[src/sv/b32d_pkg.sv]
// Shared types for the base32 text-to-integer decoder.
// Holds the symbol class carried from the byte decoder to the accumulator,
// the status codes and the result width codes. Depends on nothing.
`default_nettype none

package b32d_pkg;

  typedef enum logic [1:0] {
    STATUS_OK      = 2'd0,
    STATUS_INVALID = 2'd1,
    STATUS_RANGE   = 2'd2
  } status_t;

  localparam logic [1:0] WIDTH_16 = 2'd0;
  localparam logic [1:0] WIDTH_32 = 2'd1;
  localparam logic [1:0] WIDTH_64 = 2'd2;

  localparam int SymW   = 8;
  localparam int DigitW = 5;
  localparam int ValueW = 64;

  typedef struct packed {
    logic              is_digit;
    logic              is_skip;
    logic [DigitW-1:0] digit;
  } sym_class_t;

endpackage

`default_nettype wire

[src/sv/b32d_sym_decode.sv]
// Byte classifier for the base32 decoder.
// Maps one text byte to a digit, a skip (hyphen) or a bad byte.
// Depends on b32d_pkg.
`default_nettype none

module b32d_sym_decode (
  input  wire logic [7:0]             sym,
  output b32d_pkg::sym_class_t        cls
);
  import b32d_pkg::*;

  logic [7:0] upper;

  always_comb begin
    upper = sym;
    if (sym >= 8'd97 && sym <= 8'd122) begin
      upper = sym - 8'd32;
    end
    cls.is_digit = 1'b1;
    cls.is_skip  = 1'b0;
    cls.digit    = '0;
    if (sym >= 8'd48 && sym <= 8'd57) begin
      cls.digit = DigitW'(sym - 8'd48);
    end else begin
      case (upper)
        8'h41: cls.digit = 5'd10;
        8'h42: cls.digit = 5'd11;
        8'h43: cls.digit = 5'd12;
        8'h44: cls.digit = 5'd13;
        8'h45: cls.digit = 5'd14;
        8'h46: cls.digit = 5'd15;
        8'h47: cls.digit = 5'd16;
        8'h48: cls.digit = 5'd17;
        8'h49: cls.digit = 5'd1;
        8'h4A: cls.digit = 5'd18;
        8'h4B: cls.digit = 5'd19;
        8'h4C: cls.digit = 5'd1;
        8'h4D: cls.digit = 5'd20;
        8'h4E: cls.digit = 5'd21;
        8'h4F: cls.digit = 5'd0;
        8'h50: cls.digit = 5'd22;
        8'h51: cls.digit = 5'd23;
        8'h52: cls.digit = 5'd24;
        8'h53: cls.digit = 5'd25;
        8'h54: cls.digit = 5'd26;
        8'h56: cls.digit = 5'd27;
        8'h57: cls.digit = 5'd28;
        8'h58: cls.digit = 5'd29;
        8'h59: cls.digit = 5'd30;
        8'h5A: cls.digit = 5'd31;
        8'h2D: begin
          cls.is_digit = 1'b0;
          cls.is_skip  = 1'b1;
        end
        default: cls.is_digit = 1'b0;
      endcase
    end
  end

endmodule

`default_nettype wire

[src/sv/b32d_accum.sv]
// String state and result formation for the base32 decoder.
// Holds accumulator, digit-seen flag and first error; forms the result
// at the terminator. Depends on b32d_pkg.
`default_nettype none

module b32d_accum (
  input  wire logic                 clk,
  input  wire logic                 rst_n,
  input  wire logic                 fire,
  input  wire logic                 is_term,
  input  wire b32d_pkg::sym_class_t cls,
  input  wire logic [1:0]           result_width,
  output logic [63:0]               res_value,
  output b32d_pkg::status_t         res_status
);
  import b32d_pkg::*;

  logic [ValueW-1:0] acc_r, acc_nxt;
  logic              seen_r, seen_nxt;
  status_t           err_r, err_nxt;

  always_comb begin
    acc_nxt  = acc_r;
    seen_nxt = seen_r;
    err_nxt  = err_r;
    if (fire) begin
      if (is_term) begin
        acc_nxt  = '0;
        seen_nxt = 1'b0;
        err_nxt  = STATUS_OK;
      end else if (err_r == STATUS_OK) begin
        if (cls.is_digit) begin
          seen_nxt = 1'b1;
          if (acc_r[ValueW-1:ValueW-DigitW] != '0) begin
            err_nxt = STATUS_RANGE;
          end else begin
            acc_nxt = {acc_r[ValueW-DigitW-1:0], cls.digit};
          end
        end else if (!cls.is_skip) begin
          err_nxt = STATUS_INVALID;
        end
      end
    end
  end

  always_comb begin
    res_status = err_r;
    if (err_r == STATUS_OK) begin
      if (!seen_r) begin
        res_status = STATUS_INVALID;
      end else if (result_width == WIDTH_16 && acc_r[63:16] != '0) begin
        res_status = STATUS_RANGE;
      end else if (result_width == WIDTH_32 && acc_r[63:32] != '0) begin
        res_status = STATUS_RANGE;
      end
    end
    res_value = (res_status == STATUS_OK) ? acc_r : '0;
  end

  always_ff @(posedge clk) begin
    if (!rst_n) begin
      acc_r  <= '0;
      seen_r <= 1'b0;
      err_r  <= STATUS_OK;
    end else begin
      acc_r  <= acc_nxt;
      seen_r <= seen_nxt;
      err_r  <= err_nxt;
    end
  end

  a_term_clears: assert property (@(posedge clk) disable iff (!rst_n)
    fire && is_term |=> acc_r == '0 && !seen_r && err_r == STATUS_OK)
    else $error("string state not cleared after terminator");

  a_error_sticks: assert property (@(posedge clk) disable iff (!rst_n)
    fire && !is_term && err_r != STATUS_OK |=> $stable(err_r) && $stable(acc_r))
    else $error("state changed after first error");

  a_ok_needs_digit: assert property (@(posedge clk) disable iff (!rst_n)
    res_status == STATUS_OK |-> seen_r)
    else $error("ok status without any digit");

  a_value_zero_on_error: assert property (@(posedge clk) disable iff (!rst_n)
    res_status != STATUS_OK |-> res_value == '0)
    else $error("value not zero on error status");

endmodule

`default_nettype wire

[src/sv/base32_text_to_integer.sv]
// Base32 text-to-integer decoder, top level.
// Input byte register, byte classifier, string state and result register.
// Depends on b32d_pkg, b32d_sym_decode and b32d_accum.
//
// Usage:
//   in_*  : one text byte per request in in_tdata. A zero byte ends the
//           string and yields exactly one result; other bytes yield none.
//   out_* : out_tdata carries the decoded value, zero unless status is ok;
//           out_tuser carries the status (0 ok, 1 invalid, 2 out of range).
//   cfg_* : cfg_data selects the result width (0: 16, 1: 32, 2 or 3: 64
//           bits). cfg_ready is always high; write only while idle.
// Timing: one byte per cycle sustained unless stalled. A byte is registered
//   on accept, then processed; a terminator's result is held in the result
//   register, which drives out_tvalid. The processing stage advances on any
//   byte but a terminator, which waits for the result register to be free;
//   with out_tready low and a result pending, at most one more terminator
//   and the bytes ahead of it are absorbed before in_tready drops.
// Reset: rst_n (synchronous, active low) clears the string state, empties
//   both registers and sets the width to 64 bits.
`default_nettype none

module base32_text_to_integer (
  input  wire logic        clk,
  input  wire logic        rst_n,
  input  wire logic        in_tvalid,
  output logic             in_tready,
  input  wire logic [7:0]  in_tdata,   // [7:0] symbol
  output logic             out_tvalid,
  input  wire logic        out_tready,
  output logic [63:0]      out_tdata,  // [63:0] value
  output logic [7:0]       out_tuser,  // [1:0] status, [7:2] zero
  input  wire logic        cfg_valid,
  output logic             cfg_ready,
  input  wire logic [1:0]  cfg_data    // [1:0] result_width
);
  import b32d_pkg::*;

  logic           s1_valid_r, s1_valid_nxt;
  logic [SymW-1:0] s1_sym_r;
  logic           s1_term, s1_adv, s1_fire, out_free, in_fire;
  logic [1:0]     width_r;
  logic           out_valid_r, out_valid_nxt;
  logic [63:0]    out_value_r;
  status_t        out_status_r;
  sym_class_t     cls;
  logic [63:0]    res_value;
  status_t        res_status;

  b32d_sym_decode u_dec (
    .sym (s1_sym_r),
    .cls (cls)
  );

  b32d_accum u_acc (
    .clk          (clk),
    .rst_n        (rst_n),
    .fire         (s1_fire),
    .is_term      (s1_term),
    .cls          (cls),
    .result_width (width_r),
    .res_value    (res_value),
    .res_status   (res_status)
  );

  assign s1_term   = (s1_sym_r == '0);
  assign out_free  = !out_valid_r || out_tready;
  assign s1_adv    = !s1_term || out_free;
  assign s1_fire   = s1_valid_r && s1_adv;
  assign in_tready = !s1_valid_r || s1_adv;
  assign in_fire   = in_tvalid && in_tready;
  assign cfg_ready = 1'b1;

  always_comb begin
    s1_valid_nxt = s1_valid_r;
    if (in_fire) begin
      s1_valid_nxt = 1'b1;
    end else if (s1_fire) begin
      s1_valid_nxt = 1'b0;
    end
    out_valid_nxt = out_valid_r;
    if (s1_fire && s1_term) begin
      out_valid_nxt = 1'b1;
    end else if (out_tready) begin
      out_valid_nxt = 1'b0;
    end
  end

  always_ff @(posedge clk) begin
    if (!rst_n) begin
      s1_valid_r  <= 1'b0;
      out_valid_r <= 1'b0;
      width_r     <= WIDTH_64;
    end else begin
      s1_valid_r  <= s1_valid_nxt;
      out_valid_r <= out_valid_nxt;
      if (cfg_valid && cfg_ready) begin
        width_r <= cfg_data;
      end
    end
  end

  always_ff @(posedge clk) begin
    if (in_fire) begin
      s1_sym_r <= in_tdata;
    end
    if (s1_fire && s1_term) begin
      out_value_r  <= res_value;
      out_status_r <= res_status;
    end
  end

  assign out_tvalid = out_valid_r;
  assign out_tdata  = out_value_r;
  assign out_tuser  = {6'd0, out_status_r};

endmodule

`default_nettype wire

[config.mk]
export PLATFORM = sky130hd
export DESIGN_NAME = base32_text_to_integer
export DESIGN_NICKNAME = d
export VERILOG_FILES = /design/src/sv/b32d_pkg.sv /design/src/sv/b32d_sym_decode.sv /design/src/sv/b32d_accum.sv /design/src/sv/base32_text_to_integer.sv
export SDC_FILE = /design/constraint.sdc
export NUM_CORES = 1
export LEC_CHECK = 0
export ABC_AREA = 1
export BUFFER_PORTS_ARGS = -buffer_cell sky130_fd_sc_hd__buf_4
export CORE_ASPECT_RATIO = 0.9
export CORE_UTILIZATION = 57
export CTS_CLUSTER_DIAMETER = 150
export DETAILED_ROUTE_END_ITERATION = 10
export PLACE_DENSITY = 0.85
export REMOVE_ABC_BUFFERS = 1
export SETUP_SLACK_MARGIN = 0.05
export SLEW_MARGIN = 10
export SYNTH_ARGS = -nofsm -noshare
export SYNTH_HDL_FRONTEND = slang
export SYNTH_HIERARCHICAL = 1
export SYNTH_SLANG_ARGS = --single-unit
export TNS_END_PERCENT = 5
[constraint.sdc]
create_clock -name clk -period 3.38 [get_ports clk]
set_input_delay 1.014 -clock clk [delete_from_list [all_inputs] [get_ports clk]]
set_output_delay 1.014 -clock clk [all_outputs]
set_load 0.01 [all_outputs]
==> impl_metrics.ini, run 1 <==
[clock_network]
ctsResizeCount = 0
cts_root_buf = clkbuf_16
cts-buffers-inserted = 17
clk_pin_slew_ps = 60
clock_latency_ps = 420
clock_sinks = 145
cts.htree.levels = 4
post_cts_buffers = 0
hold_buffers = 0
cts_tree = built
cts_buffer_depth = 2

[die]
coreArea_mm2 = 0.0108
start_util = 0.583
die_w_um = 113
die_area_mm2 = 0.0115
row_count = 36
io_pins = 90
die_h_um = 102

[global_routing]
grt_pass1_wl_um = 21900
globalRouteTotalUtil = 0.246
grt_overflow = 0
grt_pass1_vias = 4696
grt_max_degree = 65
antenna_found_initial = 0

[synthesis]
syn_area_mm2 = 0.00630
synth_cells = 726
syn_area_per_cell_um2 = 8.68
synth_seq_cells = 145
ys_types = 35
yosysWarnings = 6
seq_area_frac_synth = 0.578

[routing]
avgRoutedWirePerCell_um = 14.2
drt_wl_total_um = 13500
vias = 5109
drtIter0Drc = 586
dr.pass1.iters = 5
drc = 0
drtAntennaViolNets = 0
vias_per_cell = 5.41

[worst_setup_path]
r2r_start = s1_sym_r[0]
critPathKind = reg -> reg
crit_top_cell = nand2_1
cp_num_buf_inv = 4
cp.required_ps = 3720
cp_slowest_cell = edfxtp_1
critPathArrivalTime_ps = 3430
start_kind = register
slowest_delay_ps = 510
reg2reg_to = u_acc/acc_r[6]
critPathCaptureType = register
cp_max_fo = 40
reg2reg_slack_ps = 300
path_cells = nor2_1 -> nand3_1 -> nand2_1 -> inv_2 -> nand3_2 -> nand2_1 -> nor2_4 -> nand3_1 -> nand2_1 -> nor2_1 -> nand2_1 -> inv_1 -> nor2_1 -> nand2_1 -> inv_1 -> buf_4 -> nand3_1 -> a21oi_1
rr_worst_depth = 18
crit_family = simple AND/OR/NAND/NOR gates

[placement]
dpl.cell_count = 913
post-dp-hpwl_um = 8420
gp_congestion = 0.909
numPortBuffers = 82

[power_and_ir_drop]
powerDensity_mw_per_mm2 = 523
peakVddDrop_uv = 491
leakagePower_uw = 0.00276
p_total_uw = 3950

[final_layout]
final_cell_mix = nand2_1 (122), nor2_1 (115), inv_1 (91)
drive_above_1_share = 0.186
final_cells = 945
syn_to_final_growth_pct = 19.8
layout.nets = 816
diodes = 0
final_common_cell = nand2_1

[hold_path]
hp-class = reg -> reg
hold-path-cell-count = 2
hp-start = u_acc/acc_r[22]
hold_end = u_acc/acc_r[22]

[timing]
grt_setup_unrepaired = false
hold_viol_final = 0
fin_crit_sh = 0.912
worst_pin_slew_ps = 686
relSlewSlack = 0.543
fmax_mhz = 324
skew_ps = 6.99
final-max-slew-violation-count = 0
setup_viol = 0
finalCriticalPeriod_ps = 3080

[run_status]
outcome = complete, no violations

[flow_run]
maxCapViolations = 0
==> cells in the mapped netlist <==
cell | instances | area (um^2)
a21oi_4 | 1 | 16.3
clkbuf_1 | 14 | 52.6
inv_2 | 5 | 18.8
o22ai_1 | 1 | 6.26
buf_2 | 12 | 60.1
nand4_1 | 2 | 12.5
nand3b_1 | 1 | 7.51
a21boi_0 | 1 | 7.51
a21oi_2 | 2 | 17.5
buf_4 | 10 | 75.1
o2111a_1 | 1 | 11.3
nor4_1 | 1 | 6.26
nor2_1 | 115 | 432
edfxtp_1 | 74 | 2220
nand3_4 | 2 | 35.0
nor2_4 | 1 | 11.3
nor3_1 | 3 | 15.0
o211ai_1 | 2 | 15.0
a21oi_1 | 73 | 365
xor2_1 | 1 | 8.76
buf_6 | 4 | 45.0
nand2_2 | 3 | 18.8
and2_1 | 1 | 6.26
conb_1 | 2 | 7.51
clkbuf_8 | 1 | 13.8
inv_1 | 93 | 349
dfxtp_1 | 71 | 1420
ha_1 | 2 | 25.0
nand3_1 | 81 | 405
o221ai_1 | 1 | 8.76
nor2_2 | 8 | 50.1
nand2_1 | 123 | 462
o21ai_0 | 8 | 40.0
o21ai_1 | 1 | 5.00
nand3_2 | 5 | 50.1
==> cells by family after synthesis <==
logic type                 synth area share
buffers and inverters                0.0975
AOI/OAI and AO/OA                    0.0782
DFF                                   0.578
other                               0.00119
xor gates and xnor gates            0.00139
and+or+nand+nor                       0.240
adders and majority gates           0.00397
==> worst max path at each step <==
stage	startpoint	end	slack (ps)	cells past startpoint
3_3_place_gp	s1_sym_r[0]	u_acc/acc_r[20]	510	18
3_5_place_dp	s1_sym_r[0]	u_acc/acc_r[20]	290	18
2_1_floorplan	s1_sym_r[5]	u_acc/acc_r[22]	-350	9
5_1_grt	s1_sym_r[0]	u_acc/acc_r[57]	50	18
4_1_cts	s1_sym_r[0]	u_acc/acc_r[6]	190	18
6_report	s1_sym_r[0]	u_acc/acc_r[6]	300	18
==> cell type report <==
class	count	area, um^2
Clock buffer	28	601
Clock inverter	4	27.5
Fill cell	787	3260
Inverter	98	368
Multi-Input combinational cell	447	2070
Sequential cell	145	3640
Tap cell	133	166
Timing Repair Buffer	90	676
==> metal layers <==
metal / vias up / GRT usage / part of all wire
met5: - / 0 / 0
met4: 0 / 0.121 / 0.025
met3: 40 / 0.0664 / 0.078
met2: 260 / 0.389 / 0.48
met1: 2336 / 0.316 / 0.42
li1: 2473 / - / -
==> flip-flops by register name, summed over array words and instances (netlist names) <==
register and flops:
out_tdata 64, u_acc/acc_r 64, u_acc/seen_r 1, width_r 2, s1_sym_r 8, u_acc/err_r 2
out_tvalid 1, s1_valid_r 1, out_status_r 2
==> metrics by stage <==
step / utilization / area [um^2] / hold WS [ps] / setup TNS (ps) / setup slack [ps]
2_1_floorplan: - / 6080 / 430 / -8290 / -345
3_5_place_dp: 0.640 / 6920 / 471 / 0 / 292
6_report: 0.699 / 7550 / 486 / 0 / 296
3_3_place_gp: 0.640 / 6920 / 454 / 0 / 512
4_1_cts: 0.698 / 7550 / 485 / 0 / 194
5_1_grt: 0.699 / 7550 / 500 / 0 / 52.1
==> worst reg2reg max path, delay by kind of cell (launching register included) <==
family / cells / cell delay, ps
compound gates: 1 / 170
flops: 1 / 510
buf+inv: 4 / 510
simple gates: 13 / 1800
==> power by group <==
group          internal, uW  switching, uW
sequential             1850           20.1
clock                  1210            697
combinational          50.4            120
Note: power is estimated with default switching activity, not from simulation.
==> run 2: changes to the inputs <==
==> constraint.sdc (replaced) <==
create_clock -name clk -period 3.38 [get_ports clk]
set_input_delay 0.507 -clock clk [delete_from_list [all_inputs] [get_ports clk]]
set_output_delay 0.507 -clock clk [all_outputs]
set_load 0.01 [all_outputs]
==> run 2 against run 1 <==
Against the previous run:
- worst hold slack got worse by 230 ps
- clock power decreased by 5%
- core utilization decreased by 0.57 points
- critical path type unchanged
==> impl_metrics.ini, run 2 (synthesis gave the netlist of run 1 again) <==
[clock_network]
post_cts_buffers = 0
ctsResizeCount = 0
cts_root_buf = clkbuf_16
cts_buffer_depth = 2
cts_tree = built
clk_pin_slew_ps = 60
cts-buffers-inserted = 17
clock_sinks = 145
clock_latency_ps = 420
hold_buffers = 0
cts.htree.levels = 4

[power_and_ir_drop]
p_total_uw = 3840
peakVddDrop_uv = 259
leakagePower_uw = 0.00271
powerDensity_mw_per_mm2 = 513

[routing]
vias = 5126
drc = 0
vias_per_cell = 5.44
drtIter0Drc = 529
avgRoutedWirePerCell_um = 14.3
dr.pass1.iters = 5
drt_wl_total_um = 13500
drtAntennaViolNets = 0

[final_layout]
multi_input_area_mm2 = 0.00207
seq_area_mm2 = 0.00364
diodes = 0
layout.nets = 813
fillers = 831
final_common_cell = nand2_1
utilization = 0.693
syn_to_final_growth_pct = 18.9
drive_above_1_share = 0.184
final_cell_mix = nand2_1 (122), nor2_1 (115), inv_1 (91)

[timing]
setup_viol = 0
fin_crit_sh = 0.892
finalCriticalPeriod_ps = 3020
fmax_mhz = 332
final-max-slew-violation-count = 0
grt_setup_unrepaired = false
skew_ps = 12.9
relSlewSlack = 0.282
hold_viol_final = 0
worst_pin_slew_ps = 1080

[worst_setup_path]
critPathKind = reg -> reg
critPathCaptureType = register
start_kind = register
critPathArrivalTime_ps = 3340
cp_max_fo = 40
cp.required_ps = 3700

[global_routing]
grt_pass1_wl_um = 22100
antenna_found_initial = 0
grt_overflow = 0
globalRouteTotalUtil = 0.246
grt_max_degree = 67
grt_pass1_vias = 4753

[die]
row_count = 36
die_h_um = 102
start_util = 0.583
coreArea_mm2 = 0.0108
die_w_um = 113
die_area_mm2 = 0.0115
io_pins = 90

[flow_run]
maxCapViolations = 0

[placement]
gp_congestion = 0.902
numPortBuffers = 82
post-dp-hpwl_um = 8490

[hold_path]
hp-class = in -> reg

[run_status]
outcome = complete, no violations
run 2: final timing paths:
| path | startpoint | endpoint | slack, ps | cells past startpoint |
|---|---|---|---|---|
| setup / recovery | s1_sym_r[0] | u_acc/acc_r[48] | 360 | 18 |
| hold / removal | in_tdata[2] | s1_sym_r[2] | 260 | 1 |
| setup reg to reg | s1_sym_r[0] | u_acc/acc_r[48] | 360 | 18 |
| hold reg to reg | u_acc/acc_r[5] | u_acc/acc_r[5] | 480 | 2 |
run 2: critical path, stage by stage (launching register included):
cell and delay (ps):
edfxtp_1 510, nor2_1 290, nand3_1 110, nand2_1 90, inv_2 50, nand3_1 60
nand2_1 100, nor2_4 260, nand3_1 150, nand2_1 130, nor2_1 50, nand2_1 70
inv_1 40, nor2_1 170, nand2_1 100, inv_1 60, buf_4 350, nand3_1 150
a21oi_1 180
run 2: per-layer routing:
layer,wire [um],global-route usage,up-vias
li1,-,-,2468
met1,5790,0.313,2391
met2,6580,0.401,239
met3,946,0.0670,28
met4,199,0.106,0
met5,0,0,-
run 2: layout make-up:
type                    count  area share
clock buffers              17      0.0568
inverters                  98      0.0491
clock inverters            15      0.0202
multi-input cells         447       0.277
well taps                 133      0.0222
flip-flops and latches    145       0.486
repair buffers             87      0.0888
run 2: per-stage QoR:
stage	TNS [ps]	hold slack [ps]	worst slack [ps]	instances	area, um^2
6_report	0	260	363	942	7490
5_1_grt	0	245	106	942	7490
4_1_cts	0	249	267	942	7490
3_5_place_dp	0	473	303	910	6910
3_3_place_gp	0	453	537	910	6910
2_1_floorplan	-8290	430	-345	690	6080
run 2: power breakdown:
part | internal (uW) | switching (uW)
combinational | 49.0 | 120
sequential | 1850 | 19.3
clock | 1030 | 774
total | 2930 | 913
